==> config.mk <==
export PLATFORM = sky130hd
export DESIGN_NAME = multipath_hop_chooser
export DESIGN_NICKNAME = d
export VERILOG_FILES = /design/src/mhc_pkg.sv /design/src/multipath_hop_chooser.sv /design/src/mhc_ctrl.sv /design/src/mhc_dp.sv
export VERILOG_INCLUDE_DIRS = /design/src /design/src/src
export SDC_FILE = /design/constraint.sdc
export NUM_CORES = 1
export LEC_CHECK = 0
export ABC_AREA = 1
export BUFFER_PORTS_ARGS = -buffer_cell sky130_fd_sc_hd__buf_2
export CORE_UTILIZATION = 35
export DETAILED_ROUTE_END_ITERATION = 7
export PLACE_DENSITY = 0.51
export RECOVER_POWER = 100
export SYNTH_ARGS = -nofsm -noshare
export SYNTH_HDL_FRONTEND = slang
export SYNTH_SLANG_ARGS = --single-unit
==> constraint.sdc <==
create_clock -name clk -period 10.59 [get_ports clk]
set_clock_uncertainty 0.05 [all_clocks]
set_input_delay 1.059 -clock clk [delete_from_list [all_inputs] [get_ports clk]]
set_output_delay 1.059 -clock clk [all_outputs]
set_load 0.01 [all_outputs]
==> src/multipath_hop_chooser_defines.svh <==
// assertion macros for the multipath hop chooser
// used by the top level; expects clk and rst_n in the including scope
`ifndef MULTIPATH_HOP_CHOOSER_DEFINES_SVH
`define MULTIPATH_HOP_CHOOSER_DEFINES_SVH

// same-cycle implication, held off during reset
`define MHC_ASSERT_NOW(lbl, ante, cons) \
  lbl: assert property (@(posedge clk) disable iff (!rst_n) (ante) |-> (cons)) \
    else $error("same-cycle check failed");

// next-cycle implication, held off during reset
`define MHC_ASSERT_NEXT(lbl, ante, cons) \
  lbl: assert property (@(posedge clk) disable iff (!rst_n) (ante) |=> (cons)) \
    else $error("next-cycle check failed");

`endif

==> src/mhc_pkg.sv <==
// shared types, constants and the hash mix step for the multipath hop chooser
// no dependencies
package mhc_pkg;

  localparam int MAX_HOPS  = 64;
  localparam int HOP_W     = 7;
  localparam int CHOICE_W  = 6;
  localparam int KEY_W     = 32;
  localparam int SIZE_W    = 16;
  localparam int CFG_IDX_W = 1;

  localparam int MIX_STEPS = 9;
  localparam int DIV_BITS  = KEY_W;
  localparam int CNT_W     = $clog2(DIV_BITS);
  localparam int MIX_IDX_W = 4;

  localparam logic [KEY_W-1:0]  GOLDEN        = 32'h9e3779b9;
  localparam logic [SIZE_W-1:0] RR_SIZE_LIMIT = 16'd128;

  // result status codes
  localparam logic [1:0] ST_OK       = 2'd0;
  localparam logic [1:0] ST_NO_ROUTE = 2'd1;
  localparam logic [1:0] ST_UNSET    = 2'd2;

  // strategy codes
  localparam logic [1:0] STRAT_UNSET = 2'd0;
  localparam logic [1:0] STRAT_HASH  = 2'd1;
  localparam logic [1:0] STRAT_RR    = 2'd2;

  // configuration register indexes
  localparam logic [CFG_IDX_W-1:0] REG_STRATEGY = 1'b0;
  localparam logic [CFG_IDX_W-1:0] REG_SALT     = 1'b1;

  typedef struct packed {
    logic [KEY_W-1:0]  flow_id;
    logic [KEY_W-1:0]  path_id;
    logic [SIZE_W-1:0] packet_size;
    logic [HOP_W-1:0]  hop_count;
  } in_item_t;

  typedef struct packed {
    logic [CHOICE_W-1:0] hop_choice;
    logic [1:0]          status;
  } out_item_t;

  // controller to datapath commands
  typedef struct packed {
    logic                 load;
    logic                 classify;
    logic                 mix;
    logic                 div;
    logic                 fin;
    logic [MIX_IDX_W-1:0] mix_idx;
  } mhc_cmd_t;

  // datapath to controller status
  typedef struct packed {
    logic need_hash;
  } mhc_sts_t;

  typedef struct packed {
    logic [KEY_W-1:0] a;
    logic [KEY_W-1:0] b;
    logic [KEY_W-1:0] c;
  } mix_t;

  // one line of the jenkins 96-bit mix
  function automatic mix_t mix_step(logic [MIX_IDX_W-1:0] idx, mix_t s);
    mix_t r;
    r = s;
    case (idx)
      4'd0: r.a = (s.a - s.b - s.c) ^ (s.c >> 13);
      4'd1: r.b = (s.b - s.c - s.a) ^ (s.a << 8);
      4'd2: r.c = (s.c - s.a - s.b) ^ (s.b >> 13);
      4'd3: r.a = (s.a - s.b - s.c) ^ (s.c >> 12);
      4'd4: r.b = (s.b - s.c - s.a) ^ (s.a << 16);
      4'd5: r.c = (s.c - s.a - s.b) ^ (s.b >> 5);
      4'd6: r.a = (s.a - s.b - s.c) ^ (s.c >> 3);
      4'd7: r.b = (s.b - s.c - s.a) ^ (s.a << 10);
      4'd8: r.c = (s.c - s.a - s.b) ^ (s.b >> 15);
      default: r = s;
    endcase
    return r;
  endfunction

endpackage

==> src/multipath_hop_chooser.sv <==
// multipath hop chooser top level: controller plus datapath
// depends on mhc_pkg, mhc_ctrl, mhc_dp and multipath_hop_chooser_defines.svh
//
// Picks one of up to 64 equal-cost next hops per packet. The input channel
// (in_valid/in_ready/in_data) carries flow id, path id, packet size and hop
// count; the result channel (out_valid/out_ready/out_data) carries the hop
// index and a status code. The cfg_ port writes the strategy (index 0) and
// the hash salt (index 1); the user must write them only while the block
// is idle, as the block itself does not enforce this. One item is worked
// on at a time, and one finished result may wait in the output register.
// A hashed item passes through load, classify, the jenkins mix (one mix
// line a cycle), the serial remainder of the 32-bit hash (one dividend bit
// a cycle) and the result state. Items that need no hash (no route, one
// hop, unset or reserved strategy, large packets in round robin) go from
// classify straight to the result state. in_ready returns together with
// the result entering the output register, so a new item is taken while
// the previous result waits. If the receiver stalls, the result waits in
// the output register with its payload held; the next finished item then
// waits in the controller's last state and in_ready stays low. Reset is
// synchronous: strategy, salt and the round-robin position clear to zero
// and no result is pending.
`include "multipath_hop_chooser_defines.svh"

module multipath_hop_chooser (
  input  logic                          clk,
  input  logic                          rst_n,
  input  logic                          in_valid,
  output logic                          in_ready,
  input  mhc_pkg::in_item_t             in_data,
  output logic                          out_valid,
  input  logic                          out_ready,
  output mhc_pkg::out_item_t            out_data,
  input  logic                          cfg_we,
  input  logic [mhc_pkg::CFG_IDX_W-1:0] cfg_index,
  input  logic [mhc_pkg::KEY_W-1:0]     cfg_data
);

  mhc_pkg::mhc_cmd_t cmd;
  mhc_pkg::mhc_sts_t sts;

  // sequencing
  mhc_ctrl u_ctrl (
    .clk       (clk),
    .rst_n     (rst_n),
    .in_valid  (in_valid),
    .in_ready  (in_ready),
    .out_valid (out_valid),
    .out_ready (out_ready),
    .sts       (sts),
    .cmd       (cmd)
  );

  // hash, remainder and counter
  mhc_dp u_dp (
    .clk       (clk),
    .rst_n     (rst_n),
    .cfg_we    (cfg_we),
    .cfg_index (cfg_index),
    .cfg_data  (cfg_data),
    .in_data   (in_data),
    .out_data  (out_data),
    .cmd       (cmd),
    .sts       (sts)
  );

  // a transfer in makes the block busy
  `MHC_ASSERT_NEXT(a_busy_after_transfer, in_valid && in_ready, !in_ready)

  // only defined status codes leave the block
  `MHC_ASSERT_NOW(a_status_code, out_valid,
    out_data.status == mhc_pkg::ST_OK || out_data.status == mhc_pkg::ST_NO_ROUTE ||
    out_data.status == mhc_pkg::ST_UNSET)

  // an error result always carries hop zero
  `MHC_ASSERT_NOW(a_error_hop_zero, out_valid && out_data.status != mhc_pkg::ST_OK,
    out_data.hop_choice == '0)

endmodule

==> src/mhc_ctrl.sv <==
// controller state machine for the multipath hop chooser
// depends on mhc_pkg; drives the datapath through mhc_cmd_t
module mhc_ctrl (
  input  logic              clk,
  input  logic              rst_n,
  input  logic              in_valid,
  output logic              in_ready,
  output logic              out_valid,
  input  logic              out_ready,
  input  mhc_pkg::mhc_sts_t sts,
  output mhc_pkg::mhc_cmd_t cmd
);

  typedef enum logic [2:0] {
    S_IDLE,
    S_CLASS,
    S_MIX,
    S_DIV,
    S_FIN
  } state_t;

  localparam logic [mhc_pkg::CNT_W-1:0] MIX_LAST = mhc_pkg::CNT_W'(mhc_pkg::MIX_STEPS - 1);
  localparam logic [mhc_pkg::CNT_W-1:0] DIV_LAST = mhc_pkg::CNT_W'(mhc_pkg::DIV_BITS - 1);

  state_t                      state_r, state_nxt;
  logic [mhc_pkg::CNT_W-1:0]   cnt_r, cnt_nxt;
  logic                        out_valid_r, out_valid_nxt;
  logic                        out_free;

  assign in_ready  = (state_r == S_IDLE);
  assign out_valid = out_valid_r;
  assign out_free  = !out_valid_r || out_ready;

  // next state and commands
  always_comb begin
    state_nxt     = state_r;
    cnt_nxt       = cnt_r;
    out_valid_nxt = out_valid_r && !out_ready;
    cmd           = '0;
    cmd.mix_idx   = cnt_r[mhc_pkg::MIX_IDX_W-1:0];
    case (state_r)
      S_IDLE: begin
        if (in_valid) begin
          cmd.load  = 1'b1;
          state_nxt = S_CLASS;
        end
      end
      S_CLASS: begin
        cmd.classify = 1'b1;
        cnt_nxt      = '0;
        state_nxt    = sts.need_hash ? S_MIX : S_FIN;
      end
      S_MIX: begin
        cmd.mix = 1'b1;
        if (cnt_r == MIX_LAST) begin
          cnt_nxt   = '0;
          state_nxt = S_DIV;
        end else begin
          cnt_nxt = cnt_r + 1'b1;
        end
      end
      S_DIV: begin
        cmd.div = 1'b1;
        cnt_nxt = cnt_r + 1'b1;
        if (cnt_r == DIV_LAST) begin
          state_nxt = S_FIN;
        end
      end
      S_FIN: begin
        if (out_free) begin
          cmd.fin       = 1'b1;
          out_valid_nxt = 1'b1;
          state_nxt     = S_IDLE;
        end
      end
      default: state_nxt = S_IDLE;
    endcase
  end

  // state and registered outputs
  always_ff @(posedge clk) begin
    if (!rst_n) begin
      state_r     <= S_IDLE;
      cnt_r       <= '0;
      out_valid_r <= 1'b0;
    end else begin
      state_r     <= state_nxt;
      cnt_r       <= cnt_nxt;
      out_valid_r <= out_valid_nxt;
    end
  end

endmodule

==> src/mhc_dp.sv <==
// datapath of the multipath hop chooser: config registers, hash mix,
// serial remainder and round-robin counter; depends on mhc_pkg
module mhc_dp (
  input  logic                              clk,
  input  logic                              rst_n,
  input  logic                              cfg_we,
  input  logic [mhc_pkg::CFG_IDX_W-1:0]     cfg_index,
  input  logic [mhc_pkg::KEY_W-1:0]         cfg_data,
  input  mhc_pkg::in_item_t                 in_data,
  output mhc_pkg::out_item_t                out_data,
  input  mhc_pkg::mhc_cmd_t                 cmd,
  output mhc_pkg::mhc_sts_t                 sts
);

  logic [1:0]                    strategy_r;
  logic [mhc_pkg::KEY_W-1:0]     salt_r;
  logic [mhc_pkg::HOP_W-1:0]     rr_pos_r, rr_pos_nxt;

  mhc_pkg::in_item_t             item_r;
  logic [mhc_pkg::HOP_W-1:0]     n_r, n_sat;
  mhc_pkg::mix_t                 mix_r, mix_nxt;
  logic [mhc_pkg::CHOICE_W-1:0]  rem_r, rem_nxt;
  logic [mhc_pkg::HOP_W-1:0]     rem_shift;
  logic [mhc_pkg::CHOICE_W-1:0]  choice_r, choice_nxt;
  logic [1:0]                    status_r, status_nxt;
  logic                          hashed_r;
  logic [mhc_pkg::HOP_W-1:0]     pos_use;
  logic                          many_hops;
  mhc_pkg::out_item_t            out_r;

  assign out_data = out_r;

  // hop count saturates at the table size
  assign n_sat = (in_data.hop_count > mhc_pkg::HOP_W'(mhc_pkg::MAX_HOPS))
               ? mhc_pkg::HOP_W'(mhc_pkg::MAX_HOPS) : in_data.hop_count;

  // hashing is needed for hash mode and for short packets in round robin
  assign many_hops = (n_r > mhc_pkg::HOP_W'(1));
  assign sts.need_hash = many_hops &&
    ((strategy_r == mhc_pkg::STRAT_HASH) ||
     ((strategy_r == mhc_pkg::STRAT_RR) && (item_r.packet_size < mhc_pkg::RR_SIZE_LIMIT)));

  // round-robin position, cleared once it reaches the hop count
  assign pos_use = (rr_pos_r >= n_r) ? '0 : rr_pos_r;

  // classify outcome
  always_comb begin
    choice_nxt = '0;
    status_nxt = mhc_pkg::ST_OK;
    rr_pos_nxt = rr_pos_r;
    if (n_r == '0) begin
      status_nxt = mhc_pkg::ST_NO_ROUTE;
    end else if (!many_hops || sts.need_hash) begin
      status_nxt = mhc_pkg::ST_OK;
    end else if (strategy_r == mhc_pkg::STRAT_RR) begin
      choice_nxt = pos_use[mhc_pkg::CHOICE_W-1:0];
      rr_pos_nxt = pos_use + 1'b1;
    end else begin
      status_nxt = mhc_pkg::ST_UNSET;
    end
  end

  // one restoring remainder step per cycle, dividend msb first
  assign rem_shift = {rem_r, mix_r.c[mhc_pkg::KEY_W-1]};
  assign rem_nxt   = (rem_shift >= n_r) ? mhc_pkg::CHOICE_W'(rem_shift - n_r)
                                        : rem_shift[mhc_pkg::CHOICE_W-1:0];

  // hash state: load keys, mix line by line, then shift out during division
  always_comb begin
    mix_nxt = mix_r;
    if (cmd.classify) begin
      mix_nxt.a = mhc_pkg::GOLDEN + item_r.flow_id;
      mix_nxt.b = mhc_pkg::GOLDEN + salt_r;
      mix_nxt.c = item_r.path_id;
    end else if (cmd.mix) begin
      mix_nxt = mhc_pkg::mix_step(cmd.mix_idx, mix_r);
    end else if (cmd.div) begin
      mix_nxt.c = {mix_r.c[mhc_pkg::KEY_W-2:0], 1'b0};
    end
  end

  // configuration registers and round-robin counter
  always_ff @(posedge clk) begin
    if (!rst_n) begin
      strategy_r <= mhc_pkg::STRAT_UNSET;
      salt_r     <= '0;
      rr_pos_r   <= '0;
    end else begin
      if (cfg_we) begin
        case (cfg_index)
          mhc_pkg::REG_STRATEGY: strategy_r <= cfg_data[1:0];
          mhc_pkg::REG_SALT:     salt_r     <= cfg_data;
          default: ;
        endcase
      end
      if (cmd.classify) begin
        rr_pos_r <= rr_pos_nxt;
      end
    end
  end

  // item, hash and result payload
  always_ff @(posedge clk) begin
    if (cmd.load) begin
      item_r <= in_data;
      n_r    <= n_sat;
    end
    mix_r <= mix_nxt;
    if (cmd.classify) begin
      choice_r <= choice_nxt;
      status_r <= status_nxt;
      hashed_r <= sts.need_hash;
      rem_r    <= '0;
    end else if (cmd.div) begin
      rem_r <= rem_nxt;
    end
    if (cmd.fin) begin
      out_r.hop_choice <= hashed_r ? rem_r : choice_r;
      out_r.status     <= status_r;
    end
  end

endmodule

-- Yosys cells after proc, flatten, opt, wreduce, memory -nomap -nowiden
Index checks and enable logic that the tools add are counted.
- memories kept: 0
- ROM bits: 0
- bits in latches: 0
- bits in writable memories: 0
- register bits after elaboration: 256
- output and inout bits: 10
- equal/unequal tests: 21
- bitwise logic cells: 13
- $add $sub $neg: 11
- shifts and indexed selects: 0
- $mul: 0
- multiplexer cells: 29
- divide/modulo/power cells: 0
- reduce and logical (&&, ||, !) cells: 26
- $lt $le $gt $ge: 5
- operator list (kind ; count):
    one-hot mux 32 bit (3 select lines) ; 3
    subtractor 32 bit ; 6
    two-way mux 96 bit ; 1
    bitwise XOR 32 bit ; 3
    adder 32 bit, first input constant ; 2
    two-way mux 32 bit ; 2
    two-way mux 64 bit ; 1
    bitwise XOR 32 x 19 -> 32 bit ; 2
    bitwise XOR 32 x 17 -> 32 bit ; 1
    bitwise XOR 32 x 20 -> 32 bit ; 1
    bitwise XOR 32 x 27 -> 32 bit ; 1
    bitwise XOR 32 x 29 -> 32 bit ; 1
    equality test 4 x 3 -> 1 bit, second input constant ; 4
    less-than comparator 16 x 8 -> 1 bit, second input constant ; 1
    two-way mux 3 bit ; 5
    one-hot mux 3 bit (5 select lines) ; 1
    one-hot mux 5 bit (3 select lines) ; 1
    >= comparator 7 bit ; 2
    two-way mux 6 bit ; 2
    two-way mux 1 bit ; 10
    AND reduction 2 bit ; 5
    equality test 4 x 2 -> 1 bit, second input constant ; 2
    AND reduction 4 bit ; 2
    nonzero test 4 bit ; 2
    31 further kinds ; 44

-- Logic depth before layout (Yosys ltp)
- depth after elaboration: 7
- gate-level depth with buffers: 18
- mapped depth without buffers: 18

-- By module
A second synthesis with hierarchy kept.
- cell total of the unflattened synthesis: 3454
- area total of the unflattened synthesis: 23981.8 µm²
- by module, submodules not included (module ; instances ; area each (µm²) ; cells an instance ; seq. area each (µm²)):
    mhc_dp ; 1 ; 23373.7 ; 3360 ; 6736.5
    mhc_ctrl ; 1 ; 608.1 ; 94 ; 180.2

-- Worst setup path after synthesis
No wires, ideal clock.
- kind: in2reg
- start point: input in_valid
- end point: register u_dp.item_r[14] (netlist name) (enable)
- library setup time: 616 ps
- arrival: 6507 ps
- cell stages on the path: 2
- buffers on the path: 0
- slack: 3416 ps
- cells stage by stage: inv_1 -> nor3_1
- RTL lines (what ; line ; text):
    start, declared ; multipath_hop_chooser.sv:27 ; input logic in_valid,
    end signal, assigned ; mhc_dp.sv:105 ; item_r <= in_data;
    end, declared ; mhc_dp.sv:19 ; mhc_pkg::in_item_t item_r;

-- Worst setup path in the final report
- start point: register u_ctrl.state_r[2]
- end point: register u_dp.mix_r[68] (netlist name) (enable)
- longest elaborated chain between the ends: 4
- elaborated cells on any way between the ends: 7
- ends and longest elaborated chain (what ; line ; text):
    start, declared ; mhc_ctrl.sv:25 ; state_t state_r, state_nxt;
    start signal, assigned ; mhc_ctrl.sv:87 ; state_r <= state_nxt;
    equality test 3 x 1 -> 1 bit / equality test 3 x 2 -> 1 bit (equally long branches) ; mhc_ctrl.sv:41 ; case (state_r)
    two-way mux 1 bit ; mhc_ctrl.sv:41 ;
    nonzero test 4 bit (no line) / nonzero test 2 bit (equally long branches) ; - ;
    AND reduction 2 bit (no line) (*) ; - ;
    end signal, assigned ; mhc_dp.sv:108 ; mix_r <= mix_nxt;
    end, declared ; mhc_dp.sv:21 ; mhc_pkg::mix_t mix_r, mix_nxt;
Mark *: on every way between the ends. The rest lies on a longest branch, timed or not.
A chain may end at the register's enable or synchronous reset.

==> flow_metrics.env <==
export IMPL_drv_cap=7
export IMPL_crit_required_ns=10.75
export IMPL_syn_num_nets=3722
export IMPL_finalHoldViolCount=0
export IMPL_cpPeakStageDelay_ns=1.59
export IMPL_synthArstFlopShare_pct=0
export IMPL_finish_utilization_pct=39.8
export IMPL_initial_utilization_pct=35.6
export IMPL_place_detailed_hpwl_um=80500
export IMPL_hold_buffers=0
export IMPL_grt_max_degree=54
export IMPL_rows=94
export IMPL_h_tree_depth=2
export IMPL_leakage_uw=0.0121
export IMPL_ios=135
export IMPL_ir_drop_mv=0.125
export IMPL_violations="design-rule violations, max-capacitance violations, max-slew violations"
export IMPL_antenna_found_initial=2
export IMPL_finalCriticalPeriod_ns=6.35
export IMPL_numCtsBuffers=34
export IMPL_startpoint_type="flop"
export IMPL_cp_end_kind="flop"
export IMPL_path_delay_family="buffers and inverters"
export IMPL_drive_gt1_share_pct=5.99
export IMPL_syn_area_per_cell_um2=6.99
export IMPL_worst_slew_pin_slew_ns=3.29
export IMPL_path_buf_inv=5
export IMPL_worstPathMaxFanout=47
export IMPL_tritoncts="built"
export IMPL_crit_chain="inv_1 -> nand2_1 -> nor2_4 -> clkbuf_1 -> inv_1 -> clkbuf_1 -> a31oi_1 -> buf_4"
export IMPL_io_buffers=127
export IMPL_vias=24000
export IMPL_ys_ff_latch=249
export IMPL_cts_root_buf="clkbuf_16"
export IMPL_final_max_slew_viol_count=279
export IMPL_outcome="finished with violations"
export IMPL_grt_total_usage_pct=29.2
export IMPL_clock_sinks=249
export IMPL_max_freq_ghz=0.158
export IMPL_overflow=0
export IMPL_total_power_uw=7880
export IMPL_setup_viol=0
export IMPL_drc_errors=1
export IMPL_tns_ns=0
export IMPL_worst_path_max_delay_cell="clkbuf_1"
export IMPL_place_congestion=1.05
export IMPL_yosysUniqueCellTypes=58
export IMPL_path_clk_slew_ns=0.06
export IMPL_synth_top_cell_area_share_pct=24.5
export IMPL_cts_resized=0
export IMPL_synth_largest_area_cell="edfxtp_1"
export IMPL_synth_edff_count=193
export IMPL_design_core_area_mm2=0.0663
export IMPL_syn2layout_area_growth_pct=11.7
export IMPL_rsz0062_at_grt="no"
export IMPL_arrival_ns=6.50
export IMPL_synth_area_top_cells="edfxtp_1 25%, nand2_1 14%, nand3_1 10%"
export IMPL_hp_class="flop to flop"
export IMPL_min_period_over_period_pct=59.9
export IMPL_first_pass_iters=8
export IMPL_initialDrtViolationCount=2260
export IMPL_dieWidth_um=262
export IMPL_nNetsFinal=3852
export IMPL_yosysSeqAreaShare_pct=29.3
export IMPL_p_per_area_mw_per_mm2=298
export IMPL_avgRoutedWirePerCell_um=22.7
export IMPL_ant_nets=0
export IMPL_viasPerCell=5.45
export IMPL_grt_pass1_wl_um=146000
export IMPL_dieArea_mm2=0.0686
export IMPL_postCtsSetupBuffers=0
export IMPL_grt_pass1_vias=22400
export IMPL_max_slew_margin_rel_pct=-119
export IMPL_yosys_warnings=0
export IMPL_worstSkewPairLatency_ns=0.59
export IMPL_syn_cell_area_mm2=0.0236
export IMPL_die_h_um=262
export IMPL_postRouteWirelength_um=100000
export IMPL_syn_inst=3382
export IMPL_clockBufferDepth=3
export IMPL_synthFlopType="edfxtp_1"
export IMPL_crit_type="flop to flop"
==> cell families after synthesis <==
logic type | after synthesis | synth area share, %
flops | 249 | 29.3
buf+inv | 518 | 8.30
simple gates | 1808 | 32.5
fa+ha+maj | 215 | 14.4
compound gates | 501 | 11.9
xor+xnor | 91 | 3.71
==> flip-flops by register name, summed over array words and instances, names as in the netlist <==
name              flops
u_dp.mix_r           96
u_dp.item_r          73
u_dp.salt_r          32
u_dp.out_data         8
u_dp.n_r              7
u_dp.rr_pos_r         7
u_dp.choice_r         6
u_dp.rem_r            6
u_ctrl.cnt_r          5
u_ctrl.state_r        3
u_dp.status_r         2
u_dp.strategy_r       2
u_ctrl.out_valid      1
u_dp.hashed_r         1
==> worst register-to-register path: stages (launching register included) <==
cell	delay, ns
dfxtp_1	0.33
inv_1	0.07
nand2_1	0.11
nor2_4	0.11
clkbuf_1	1.59
inv_1	1.40
clkbuf_1	1.12
a31oi_1	0.68
buf_4	0.50
==> area by class of cell <==
class | instances | area (µm²)
Multi-Input combinational cell | 2615 | 14800
Antenna cell | 1 | 2.50
Clock inverter | 18 | 245
Sequential cell | 249 | 6920
Timing Repair Buffer | 148 | 732
Inverter | 464 | 1740
Clock buffer | 43 | 905
Tap cell | 864 | 1080
Fill cell | 7209 | 39900
==> layout by cell type, fill, tap and decap left out, types with 5 or more instances in the layout <==
master	n
a21o_1	8
a21oi_1	198
a22oi_1	26
a31oi_1	10
buf_2	105
buf_4	12
clkbuf_1	38
clkbuf_16	34
clkinv_2	6
dfxtp_1	56
edfxtp_1	193
fa_1	94
ha_1	121
inv_1	460
nand2_1	874
nand2_2	7
nand3_1	477
nand3b_1	14
nand4_1	30
nor2_1	329
nor2_2	8
nor3_1	44
nor4_1	10
o211ai_1	18
o21a_1	5
o21ai_0	180
o21ai_1	13
o21bai_1	8
xnor2_1	25
xor2_1	59
==> per-stage QoR <==
| step | cell area (µm²) | setup WS, ns | cells | hold WS [ns] |
|---|---|---|---|---|
| detailed placement | 25400 | 6.40 | 4340 | 0.357 |
| CTS | 26500 | 6.42 | 4401 | 0.356 |
| floorplan | 23600 | 3.42 | 3382 | 0.350 |
| global placement | 25400 | 6.42 | 4340 | 0.353 |
| finish | 26400 | 4.24 | 4402 | 0.355 |
| global route | 26400 | 3.75 | 4401 | 0.371 |
==> where the power goes <==
| part | switching [µW] | internal [µW] | total, µW |
|---|---|---|---|
| combinational | 3590 | 1610 | 5200 |
| clock | 497 | 713 | 1210 |
| sequential | 208 | 1260 | 1470 |
| total | 4290 | 3590 | 7880 |
==> final timing paths <==
kind,start,endpoint,slack (ns),cells after the start
max,u_ctrl.state_r[2],u_dp.mix_r[68],4.24,8
min,u_dp.status_r[1],u_dp.out_data[1],0.36,0
max reg2reg,u_ctrl.state_r[2],u_dp.mix_r[68],4.24,8
min reg2reg,u_dp.status_r[1],u_dp.out_data[1],0.36,0
==> synth_stat cells (5+ instances only) <==
master	number
buf_1	8
xor2_1	59
o211ai_1	18
nand3b_1	14
nor2_1	334
a21oi_1	199
a22oi_1	26
o21a_1	5
nor2_2	5
nand3_2	5
ha_1	121
buf_2	15
o21ai_0	177
edfxtp_1	193
xnor2_1	25
nand2_2	8
nand2_1	873
nand4_1	30
clkbuf_1	31
fa_1	94
dfxtp_1	56
o21bai_1	8
nor4_1	10
nand3_1	474
inv_1	459
o21ai_1	16
nor3_1	44
a21o_1	8
a31oi_1	11
==> routing by layer <==
layer / global-route usage [%] / wire length (µm)
met3: 5.35 / 9250
met1: 40.0 / 43100
met4: 11.8 / 4570
met5: 0 / 27
met2: 45.1 / 43100
(Power assumes the default switching activity.)
